File: config.mk
export PLATFORM = sky130hd
export DESIGN_NAME = ffha_div
export DESIGN_NICKNAME = d
export VERILOG_FILES = /design/src/hdl/ffha_pkg.sv /design/src/hdl/ffha_div.sv
export SDC_FILE = /design/constraint.sdc
export NUM_CORES = 1
export LEC_CHECK = 0
export ABC_AREA = 1
export BUFFER_PORTS_ARGS = -buffer_cell sky130_fd_sc_hd__clkbuf_2
export CAP_MARGIN = 20
export CORE_ASPECT_RATIO = 1.25
export CORE_UTILIZATION = 40
export CTS_CLUSTER_DIAMETER = 100
export DETAILED_ROUTE_END_ITERATION = 12
export PLACE_DENSITY = 0.74
export RECOVER_POWER = 100
export SETUP_SLACK_MARGIN = 0.05
export SLEW_MARGIN = 40
export SYNTH_ARGS = -nofsm -noshare
export SYNTH_HDL_FRONTEND = slang
export SYNTH_SLANG_ARGS = --single-unit
File: constraint.sdc
create_clock -name i_clk -period 0.8 [get_ports i_clk]
set_clock_uncertainty 0.2 [all_clocks]
set_input_delay 0.08 -clock i_clk [delete_from_list [all_inputs] [get_ports i_clk]]
set_output_delay 0.08 -clock i_clk [all_outputs]
set_load 0.005 [all_outputs]
File: src/hdl/ffha_pkg.sv
package ffha_pkg;

    // Width of the value taken by the constant divider: a byte count plus rounding.
    localparam int DIV_XW = 15;

    localparam int REQ_W  = 14;
    localparam int OFF_W  = 13;
    localparam int HB_W   = 14;
    localparam int STAT_W = 2;

    localparam logic CMD_ALLOC = 1'b0;
    localparam logic CMD_FREE  = 1'b1;

    localparam logic [STAT_W-1:0] ST_DONE    = 2'd0;
    localparam logic [STAT_W-1:0] ST_NOFIT   = 2'd1;
    localparam logic [STAT_W-1:0] ST_ZERO    = 2'd2;
    localparam logic [STAT_W-1:0] ST_BADFREE = 2'd3;

    localparam logic [HB_W-1:0] HEAP_BYTES_RESET = 14'd8192;

    typedef struct packed {
        logic              valid;
        logic [DIV_XW-1:0] quot;
        logic              exact;
    } t_div_res;

endpackage

File: src/hdl/ffha_div.sv
module ffha_div #(
    parameter int WORD_BYTES = 8
) (
    input  logic                        i_clk,
    input  logic                        i_rst_n,
    input  logic                        i_start,
    input  logic [ffha_pkg::DIV_XW-1:0] i_x,
    output ffha_pkg::t_div_res          o_res
);

    // Quotient by a constant: multiply by a truncated reciprocal, then one
    // correction step. The estimate is low by at most one.
    localparam int SH    = 16;
    localparam int RECIP = (1 << SH) / WORD_BYTES;
    localparam int PW    = ffha_pkg::DIV_XW + SH;
    localparam int RW    = 20;

    logic                        r_v1;
    logic [ffha_pkg::DIV_XW-1:0] r_x;
    logic [PW-1:0]               r_prod;
    ffha_pkg::t_div_res          r_res;

    logic [ffha_pkg::DIV_XW-1:0] q0;
    logic [RW-1:0]               back;
    logic [RW-1:0]               rem0;
    logic                        corr;

    assign q0   = r_prod[PW-1:SH];
    assign back = RW'(q0) * RW'(WORD_BYTES);
    assign rem0 = RW'(r_x) - back;
    assign corr = (rem0 >= RW'(WORD_BYTES));

    always_ff @(posedge i_clk) begin
        if (!i_rst_n) begin
            r_v1        <= 1'b0;
            r_res.valid <= 1'b0;
        end else begin
            r_v1        <= i_start;
            r_res.valid <= r_v1;
        end
        r_x        <= i_x;
        r_prod     <= PW'(i_x) * PW'(RECIP);
        r_res.quot <= corr ? q0 + 1'b1 : q0;
        r_res.exact <= corr ? (rem0 == RW'(WORD_BYTES)) : (rem0 == '0);
    end

    assign o_res = r_res;

endmodule

==> flow_metrics.env, run 1 <==
export IMPL_grt_use_total_pct=12.7
export IMPL_internal_power_mw=2.10
export IMPL_critical_path_max_stage_delay_ns=0.32
export IMPL_vdd_ir_drop_max_mv=1.56
export IMPL_fillers=115
export IMPL_cp_max_fo=1
export IMPL_fp_row_count=16
export IMPL_synthMuxAreaShare_pct=0
export IMPL_gp_congestion=0.627
export IMPL_grt_max_degree=10
export IMPL_nets=112
export IMPL_dr_pass1_iters=1
export IMPL_holdWs_ns=-0.237
export IMPL_postCtsSetupBuffers=0
export IMPL_synth_warnings=0
export IMPL_final_common_cell="clkbuf_2"
export IMPL_path_cells="clkbuf_2"
export IMPL_worst_path_buf_inv=1
export IMPL_clockBufferDepth=2
export IMPL_die_area_sq_um=1820
export IMPL_clkTransAtPathRegs_ns=0.09
export IMPL_fp_dieW_um=38.3
export IMPL_n_antenna_cell=0
export IMPL_cts_buffers=5
export IMPL_cts_tree="done"
export IMPL_die_h_um=47.4
export IMPL_cts_sinks=30
export IMPL_worstSetupPathType="reg -> out"
export IMPL_combinationalPowerShare_pct=5.7
export IMPL_layout_setup_ws_ns=-0.211
export IMPL_vias=413
export IMPL_power_frac_seq_pct=61.0
export IMPL_p_leak_nw=0.524
export IMPL_antenna_found_initial=0
export IMPL_cts_max_level=2
export IMPL_ys_ff_latch=30
export IMPL_start_util_pct=42.2
export IMPL_ant_nets=0
export IMPL_grt_overflow_total=0
export IMPL_hold_violations=2
export IMPL_pwr_density_cell_nw_per_um2=2500
export IMPL_synthAdderAreaFrac_pct=0
export IMPL_dp_final_hpwl_um=623
export IMPL_final_cells=113
export IMPL_crit_family="flip-flops"
export IMPL_max_cap_violations=0
export IMPL_cts_root_buf="clkbuf_4"
export IMPL_viasPerCell=3.65
export IMPL_cp_slowest_cell="dfxtp_2"
export IMPL_synth_xor_area_share_pct=0
export IMPL_p_sw_share_pct=19.4
export IMPL_fin_crit_sh_pct=126
export IMPL_final_layout_size_suffix_gt1_share_pct=48.4
export IMPL_failed_checks="negative hold slack, negative setup slack"
export IMPL_area_delta_synth_final_pct=57.9
export IMPL_finalCriticalPeriod_ns=1.01
export IMPL_drtIter0Drc=0
export IMPL_outcome="finished with violations"
export IMPL_synth_simple_area_share_pct=2.66
export IMPL_endpoint_kind="output port"
export IMPL_slew_violations=0
export IMPL_avgSynthCellArea_sq_um=15.7
export IMPL_setup_violations=14
export IMPL_rsz0062_at_grt="true"
export IMPL_cp_data_arrival_time_ns=0.73
export IMPL_synth_top_family_by_area="buffers and inverters"
export IMPL_clk_latency_ns=0.30
export IMPL_seq_area_frac_synth_pct=91.1
export IMPL_placed_cells=90
export IMPL_synth_area_sq_um=659
export IMPL_required_ns=0.52
export IMPL_synth_cells=42
export IMPL_drc=0
export IMPL_synth_compound_gate_area_share_pct=0
export IMPL_ios=35
export IMPL_mostFrequentLayoutCells="26 x clkbuf_2, 25 x dfxtp_1, 15 x dlygate4sd3_1"
export IMPL_start_kind="flip-flop"
export IMPL_wl_per_cell_um=8.71
export IMPL_clkPwrFrac_pct=33.3
export IMPL_hp_class="in -> reg"
export IMPL_power_switching_uw=506
export IMPL_fmax_mhz=989
export IMPL_grt_pass1_wl_mm=1.43
export IMPL_drt_total_wl_um=984
export IMPL_grt_pass1_vias=382
export IMPL_yosysUniqueCellTypes=6
export IMPL_coreArea_sq_um=1560
export IMPL_port_buffers=31
export IMPL_dp_slack_ns=0.0696
export IMPL_hold_buffers=15
## worst paths after layout
path               from         to  slack [ns]  depth (start not counted)
max            o_res[5]   o_res[5]       -0.21                          1
min             i_start       r_v1       -0.24                          3
max reg2reg  r_prod[14]   o_res[0]        0.04                          3
min reg2reg  r_prod[25]  o_res[10]        0.12                          0
## registers in the layout (all words and copies together) (netlist names)
| name | cells |
|---|---|
| r_prod | 15 |
| r_v1 | 1 |
| o_res | 14 |
## power groups by stage
stage	logic [mW]	clock network, mW	registers (mW)
2_1_floorplan	0.0209	0	1.63
3_3_place_gp	0.0872	0	1.62
3_5_place_dp	0.0899	0	1.63
4_1_cts	0.148	0.902	1.59
5_1_grt	0.167	0.971	1.60
6_report	0.149	0.867	1.59
## cell type report
cell class	instances	area [sq um]	share of cell area, %
Sequential cell	30	607	58.3
Timing Repair Buffer	46	305	29.3
Clock buffer	7	55.1	5.29
Multi-Input combinational cell	7	31.3	3.00
Tap cell	18	22.5	2.16
Inverter	4	15.0	1.44
Clock inverter	1	5.00	0.481
## per-stage QoR
step,utilization [%],setup TNS (ns),area [sq um],power (mW),hold slack (ns)
after floorplan,-,0,667,1.65,-0.0923
after global routing,66.7,-3.40,1040,2.74,-0.248
after global placement,52.6,0,822,1.71,-0.0165
final,66.7,-2.80,1040,2.61,-0.237
after CTS,66.3,-3.07,1040,2.64,-0.249
after detailed placement,52.6,0,822,1.72,-0.0161
## worst register-to-register path, delay by kind of cell (launching register included)
kind | cells | cell delay, ns
flip-flops | 1 | 0.34
AND/OR/NAND/NOR | 2 | 0.09
buffers and inverters | 1 | 0.04
## layer usage
layer / GRT usage (%) / up-vias / part of all wire, %
met2: 21.7 / 17 / 59
met4: 12.9 / 0 / 3.3
met3: 4.27 / 5 / 4.0
met5: 0 / - / 0
li1: - / 220 / -
met1: 11.2 / 171 / 33
## timing repair
action                     in CTS  in global routing
hold endpoints to repair       17                  2
setup endpoints to repair      15                 15
pin swaps                       1                  1
gates resized for setup         3                 10
## kinds of logic after synthesis
kind of cell  Yosys count
buf+inv                 7
flops                  30
other cells             1
simple gates            4
## Yosys cell counts
| cell | count | area [sq um] |
|---|---|---|
| dfxtp_1 | 30 | 601 |
| buf_4 | 3 | 22.5 |
| conb_1 | 1 | 3.75 |
| inv_1 | 4 | 15.0 |
| nand2_1 | 3 | 11.3 |
| nor2_2 | 1 | 6.26 |
Note: power is estimated with default switching activity, not from simulation.
==> run 2, diff against run 1 <==
--- a/config.mk
+++ b/config.mk
@@ -8,14 +8,12 @@
 export ABC_AREA = 1
 export BUFFER_PORTS_ARGS = -buffer_cell sky130_fd_sc_hd__clkbuf_2
 export CAP_MARGIN = 20
-export CORE_ASPECT_RATIO = 1.25
-export CORE_UTILIZATION = 40
+export CORE_UTILIZATION = 43
 export CTS_CLUSTER_DIAMETER = 100
 export DETAILED_ROUTE_END_ITERATION = 12
-export PLACE_DENSITY = 0.74
+export PLACE_DENSITY = 0.79
 export RECOVER_POWER = 100
 export SETUP_SLACK_MARGIN = 0.05
-export SLEW_MARGIN = 40
 export SYNTH_ARGS = -nofsm -noshare
 export SYNTH_HDL_FRONTEND = slang
 export SYNTH_SLANG_ARGS = --single-unit
==> constraint.sdc (replaced) <==
create_clock -name i_clk -period 1.2 [get_ports i_clk]
set_clock_uncertainty 0.2 [all_clocks]
set_input_delay 0.12 -clock i_clk [delete_from_list [all_inputs] [get_ports i_clk]]
set_output_delay 0.12 -clock i_clk [all_outputs]
set_load 0.005 [all_outputs]
==> flow_metrics.env, run 2 (synthesized netlist as in run 1, its figures left out) <==
export IMPL_largest_reg_flops=15
export IMPL_pwr_density_cell_nw_per_um2=2010
export IMPL_timing_rr_end="o_res[0]"
export IMPL_postCtsSetupBuffers=0
export IMPL_layout_setup_ws_ns=0.133
export IMPL_grt_pass1_vias=429
export IMPL_reg2regPathDepth=3
export IMPL_viasPerCell=3.79
export IMPL_drtIter0Drc=2
export IMPL_slew_violations=0
export IMPL_busiest_layer="met2"
export IMPL_drt_total_wl_mm=1.10
export IMPL_start_kind="flip-flop"
export IMPL_ant_nets=0
export IMPL_path_cells="clkbuf_1"
export IMPL_antenna_found_initial=0
export IMPL_use_met2_pct=30.1
export IMPL_holdPathEnd="o_res[3]"
export IMPL_cts_tree="done"
export IMPL_n_antenna_cell=0
export IMPL_worstSetupPathType="reg -> out"
export IMPL_grt_pass1_wl_mm=1.65
export IMPL_cts_root_buf="clkbuf_4"
export IMPL_die_h_um=41.2
export IMPL_crit_family="flip-flops"
export IMPL_die_area_sq_um=1690
export IMPL_vias=424
export IMPL_final_layout_size_suffix_gt1_share_pct=32.0
export IMPL_use_met3_pct=7.07
export IMPL_finalInstanceArea_sq_um=1090
export IMPL_reg2reg_from="r_prod[14]"
export IMPL_clkTransAtPathRegs_ns=0.09
export IMPL_holdWs_ns=0.134
export IMPL_drc=0
export IMPL_ios=35
export IMPL_start_util_pct=48.3
export IMPL_dp_slack_ns=0.474
export IMPL_coreArea_sq_um=1370
export IMPL_max_cap_violations=0
export IMPL_hold_violations=0
export IMPL_critical_path_max_stage_delay_ns=0.33
export IMPL_worst_path_buf_inv=1
export IMPL_cts_buffers=5
export IMPL_min_from="r_prod[18]"
export IMPL_hp_class="reg -> reg"
export IMPL_grt_max_degree=11
export IMPL_dr_pass1_iters=2
export IMPL_rsz0062_at_grt="false"
export IMPL_setup_tns_ns=0
export IMPL_fp_dieW_um=41.2
export IMPL_r2r_slack_ns=0.46
export IMPL_endpoint_kind="output port"
export IMPL_use_met1_pct=14.1
export IMPL_fillers=87
export IMPL_grt_use_total_pct=17.0
export IMPL_grt_overflow_total=0
export IMPL_vdd_ir_drop_max_mv=1.27
export IMPL_fin_crit_sh_pct=88.9
export IMPL_final_common_cell="dfxtp_1"
export IMPL_clk_latency_ns=0.30
export IMPL_p_leak_nw=0.529
export IMPL_wl_per_cell_um=9.85
export IMPL_required_ns=0.88
export IMPL_fp_row_count=13
export IMPL_cts_max_level=2
export IMPL_fmax_mhz=938
export IMPL_power_mw=2.18
export IMPL_outcome="complete, no violations"
export IMPL_area_delta_synth_final_pct=65.1
export IMPL_finalCriticalPeriod_ns=1.07
export IMPL_setup_violations=0
export IMPL_mostFrequentLayoutCells="30 x dfxtp_1, 22 x clkbuf_2, 17 x dlygate4sd3_1"
export IMPL_clockBufferDepth=2
export IMPL_port_buffers=31
export IMPL_regMostFlops="r_prod"
export IMPL_nets=114
export IMPL_place_area_sq_um=818
export IMPL_cp_data_arrival_time_ns=0.75
export IMPL_gp_congestion=0.632
export IMPL_hold_depth=0
export IMPL_cp_max_fo=1
export IMPL_cp_slowest_cell="dfxtp_1"
export IMPL_cts_sinks=30
## run 2: cell count changes in the layout (fill, tap and decap cells not counted), moves of 2 or more
cell           before  now
dlygate4sd3_1      15   17
bufinv_16           0    2
buf_2               5    0
dfxtp_2             5    0
dfxtp_1            25   30
clkbuf_1            1    9
clkbuf_2           26   22
## run 2: routing by layer
metal  wire length, um  vias to the layer above
met1               404                      169
met5                 0                        -
li1                  -                      225
met2               594                       26
met3                81                        4
met4                23                        0
## run 2: metrics by stage
stage / cells / utilization (%)
floorplan: 44 / -
global placement: 87 / 59.9
detailed placement: 87 / 59.9
CTS: 112 / 80.5
global route: 112 / 79.7
finish: 112 / 79.7
## run 2: how the worst max path moves through the flow
stage / to / slack [ns] / cells after the start / from
after global routing: o_res[8] / 0.05 / 1 / o_res[8]
after CTS: o_res[7] / 0.12 / 1 / o_res[7]
after detailed placement: o_res[7] / 0.47 / 1 / o_res[7]
after global placement: o_res[0] / 0.48 / 3 / r_prod[14]
after floorplan: o_res[0] / 0.49 / 3 / r_prod[14]
final: o_res[7] / 0.13 / 1 / o_res[7]
## run 2: what timing repair did
| action | 4_1_cts | 5_1_grt |
|---|---|---|
| resized for setup | 0 | 0 |
| endpoints found under the hold margin | 17 | 0 |
| hold buffers | 17 | 0 |
## run 2: final cells by class
type	instances	area, sq um	area share, %
Multi-Input combinational cell	7	28.8	2.64
Clock buffer	6	51.3	4.71
Timing Repair Buffer	48	314	28.9
Inverter	4	15.0	1.38
Tap cell	15	18.8	1.72
Sequential cell	30	601	55.2
Clock inverter	2	60.1	5.52
## run 2: where the power goes
group	leakage, nW	internal [mW]	switching (mW)
Sequential	0.253	1.05	0.0131
Clock	0.0585	0.706	0.316
Combinational	0.218	0.0687	0.0322
==> run 3, diff against run 2 <==
--- a/config.mk
+++ b/config.mk
@@ -9,9 +9,9 @@
 export BUFFER_PORTS_ARGS = -buffer_cell sky130_fd_sc_hd__clkbuf_2
 export CAP_MARGIN = 20
 export CORE_UTILIZATION = 43
-export CTS_CLUSTER_DIAMETER = 100
+export CTS_CLUSTER_DIAMETER = 40
 export DETAILED_ROUTE_END_ITERATION = 12
-export PLACE_DENSITY = 0.79
+export PLACE_DENSITY_LB_ADDON = 0.15
 export RECOVER_POWER = 100
 export SETUP_SLACK_MARGIN = 0.05
 export SYNTH_ARGS = -nofsm -noshare
==> flow_metrics.env, run 3 (synthesized netlist as in run 1, its figures left out) <==
export IMPL_clkTransAtPathRegs_ns=0.09
export IMPL_dp_final_hpwl_um=575
export IMPL_fp_dieW_um=41.2
export IMPL_n_antenna_cell=0
export IMPL_wl_per_cell_um=9.65
export IMPL_start_kind="flip-flop"
export IMPL_antenna_found_initial=0
export IMPL_dp_slack_ns=0.459
export IMPL_place_area_sq_um=818
export IMPL_die_area_sq_um=1690
export IMPL_fp_row_count=13
export IMPL_port_buffers=31
export IMPL_hp_class="reg -> reg"
export IMPL_final_layout_size_suffix_gt1_share_pct=29.5
export IMPL_vias=440
export IMPL_nets=114
export IMPL_clockBufferDepth=2
export IMPL_rsz0062_at_grt="false"
export IMPL_fillers=97
export IMPL_fmax_mhz=949
export IMPL_finalCriticalPeriod_ns=1.05
export IMPL_cp_slowest_cell="dfxtp_1"
export IMPL_clk_latency_ns=0.30
export IMPL_route_met3_wl_um=114
export IMPL_setup_tns_ns=0
export IMPL_pwr_density_cell_nw_per_um2=1660
export IMPL_required_ns=0.88
export IMPL_cts_buffers=5
export IMPL_finalInstanceArea_sq_um=1030
export IMPL_fin_crit_sh_pct=87.8
export IMPL_area_delta_synth_final_pct=55.8
export IMPL_drc=0
export IMPL_grt_overflow_total=0
export IMPL_drtIter0Drc=1
export IMPL_final_common_cell="dfxtp_1"
export IMPL_setup_violations=0
export IMPL_cts_tree="done"
export IMPL_crit_family="flip-flops"
export IMPL_power_mw=1.71
export IMPL_wl_met1_um=354
export IMPL_cts_max_level=2
export IMPL_max_cap_violations=0
export IMPL_final_cells=110
export IMPL_critical_path_startpoint="o_res[10]"
export IMPL_reg2reg_from="r_prod[14]"
export IMPL_cts_root_buf="clkbuf_4"
export IMPL_coreArea_sq_um=1370
export IMPL_cp_max_fo=1
export IMPL_mostFrequentLayoutCells="30 x dfxtp_1, 21 x clkbuf_2, 17 x dlygate4sd3_1"
export IMPL_gp_congestion=0.585
export IMPL_min_from="r_prod[18]"
export IMPL_drt_total_wl_mm=1.06
export IMPL_critical_path_max_stage_delay_ns=0.33
export IMPL_top_layer="met4"
export IMPL_regMostFlops="r_prod"
export IMPL_postCtsSetupBuffers=0
export IMPL_path_cells="clkbuf_2"
export IMPL_dr_wl_met2_um=580
export IMPL_worstSetupPathType="reg -> out"
export IMPL_hold_violations=0
export IMPL_grt_pass1_wl_mm=1.50
export IMPL_start_util_pct=48.3
export IMPL_grt_use_total_pct=15.6
export IMPL_cp_data_arrival_time_ns=0.73
export IMPL_regArea_sq_um=601
export IMPL_dr_pass1_iters=2
export IMPL_placed_cells=87
export IMPL_grt_max_degree=9
export IMPL_ios=35
export IMPL_p_leak_nw=0.498
export IMPL_largest_reg_flops=15
export IMPL_vdd_ir_drop_max_mv=1.06
export IMPL_outcome="complete, no violations"
export IMPL_ant_nets=0
export IMPL_multiInputGateArea_sq_um=28.8
export IMPL_layout_setup_ws_ns=0.146
export IMPL_slew_violations=0
export IMPL_endpoint_kind="output port"
export IMPL_cts_sinks=30
export IMPL_viasPerCell=4.00
export IMPL_grt_pass1_vias=387
export IMPL_worst_path_buf_inv=1
export IMPL_die_h_um=41.2
-- run 3: cell count changes in the layout (fill, tap and decap cells not counted) --
cell       change
clkbuf_1       +1
clkbuf_2       -1
bufinv_16      -2
-- run 3: layer usage --
| layer | up-vias | global-route usage (%) |
|---|---|---|
| li1 | 223 | - |
| met2 | 24 | 29.3 |
| met1 | 191 | 11.6 |
| met4 | 0 | 7.26 |
| met5 | - | 0 |
| met3 | 2 | 10.3 |
-- run 3: worst paths after layout --
kind / to / slack (ns) / cells after the start
setup reg to reg: o_res[0] / 0.46 / 3
setup / recovery: o_res[10] / 0.15 / 1
hold / removal: o_res[3] / 0.13 / 0
hold reg to reg: o_res[3] / 0.13 / 0
-- run 3: power by group --
part,switching [mW],internal (mW)
combinational,0.0320,0.0682
clock,0.283,0.264
sequential,0.0121,1.05
total,0.327,1.38
-- run 3: repair_timing --
action | CTS | global route
endpoints found under the hold margin | 17 | 0
gates resized for setup | 0 | 0
hold buffers | 17 | 0
-- run 3: through the flow --
step	util (%)	hold slack, ns
2_1_floorplan	-	-0.0523
3_3_place_gp	59.9	0.0222
3_5_place_dp	59.9	0.0239
4_1_cts	76.1	0.133
5_1_grt	75.2	0.139
6_report	75.2	0.127
-- run 3: cell type report --
type | instances | area share [%]
Clock buffer | 6 | 4.99
Inverter | 4 | 1.46
Sequential cell | 30 | 58.5
Multi-Input combinational cell | 7 | 2.80
Tap cell | 15 | 1.83
Timing Repair Buffer | 48 | 30.5
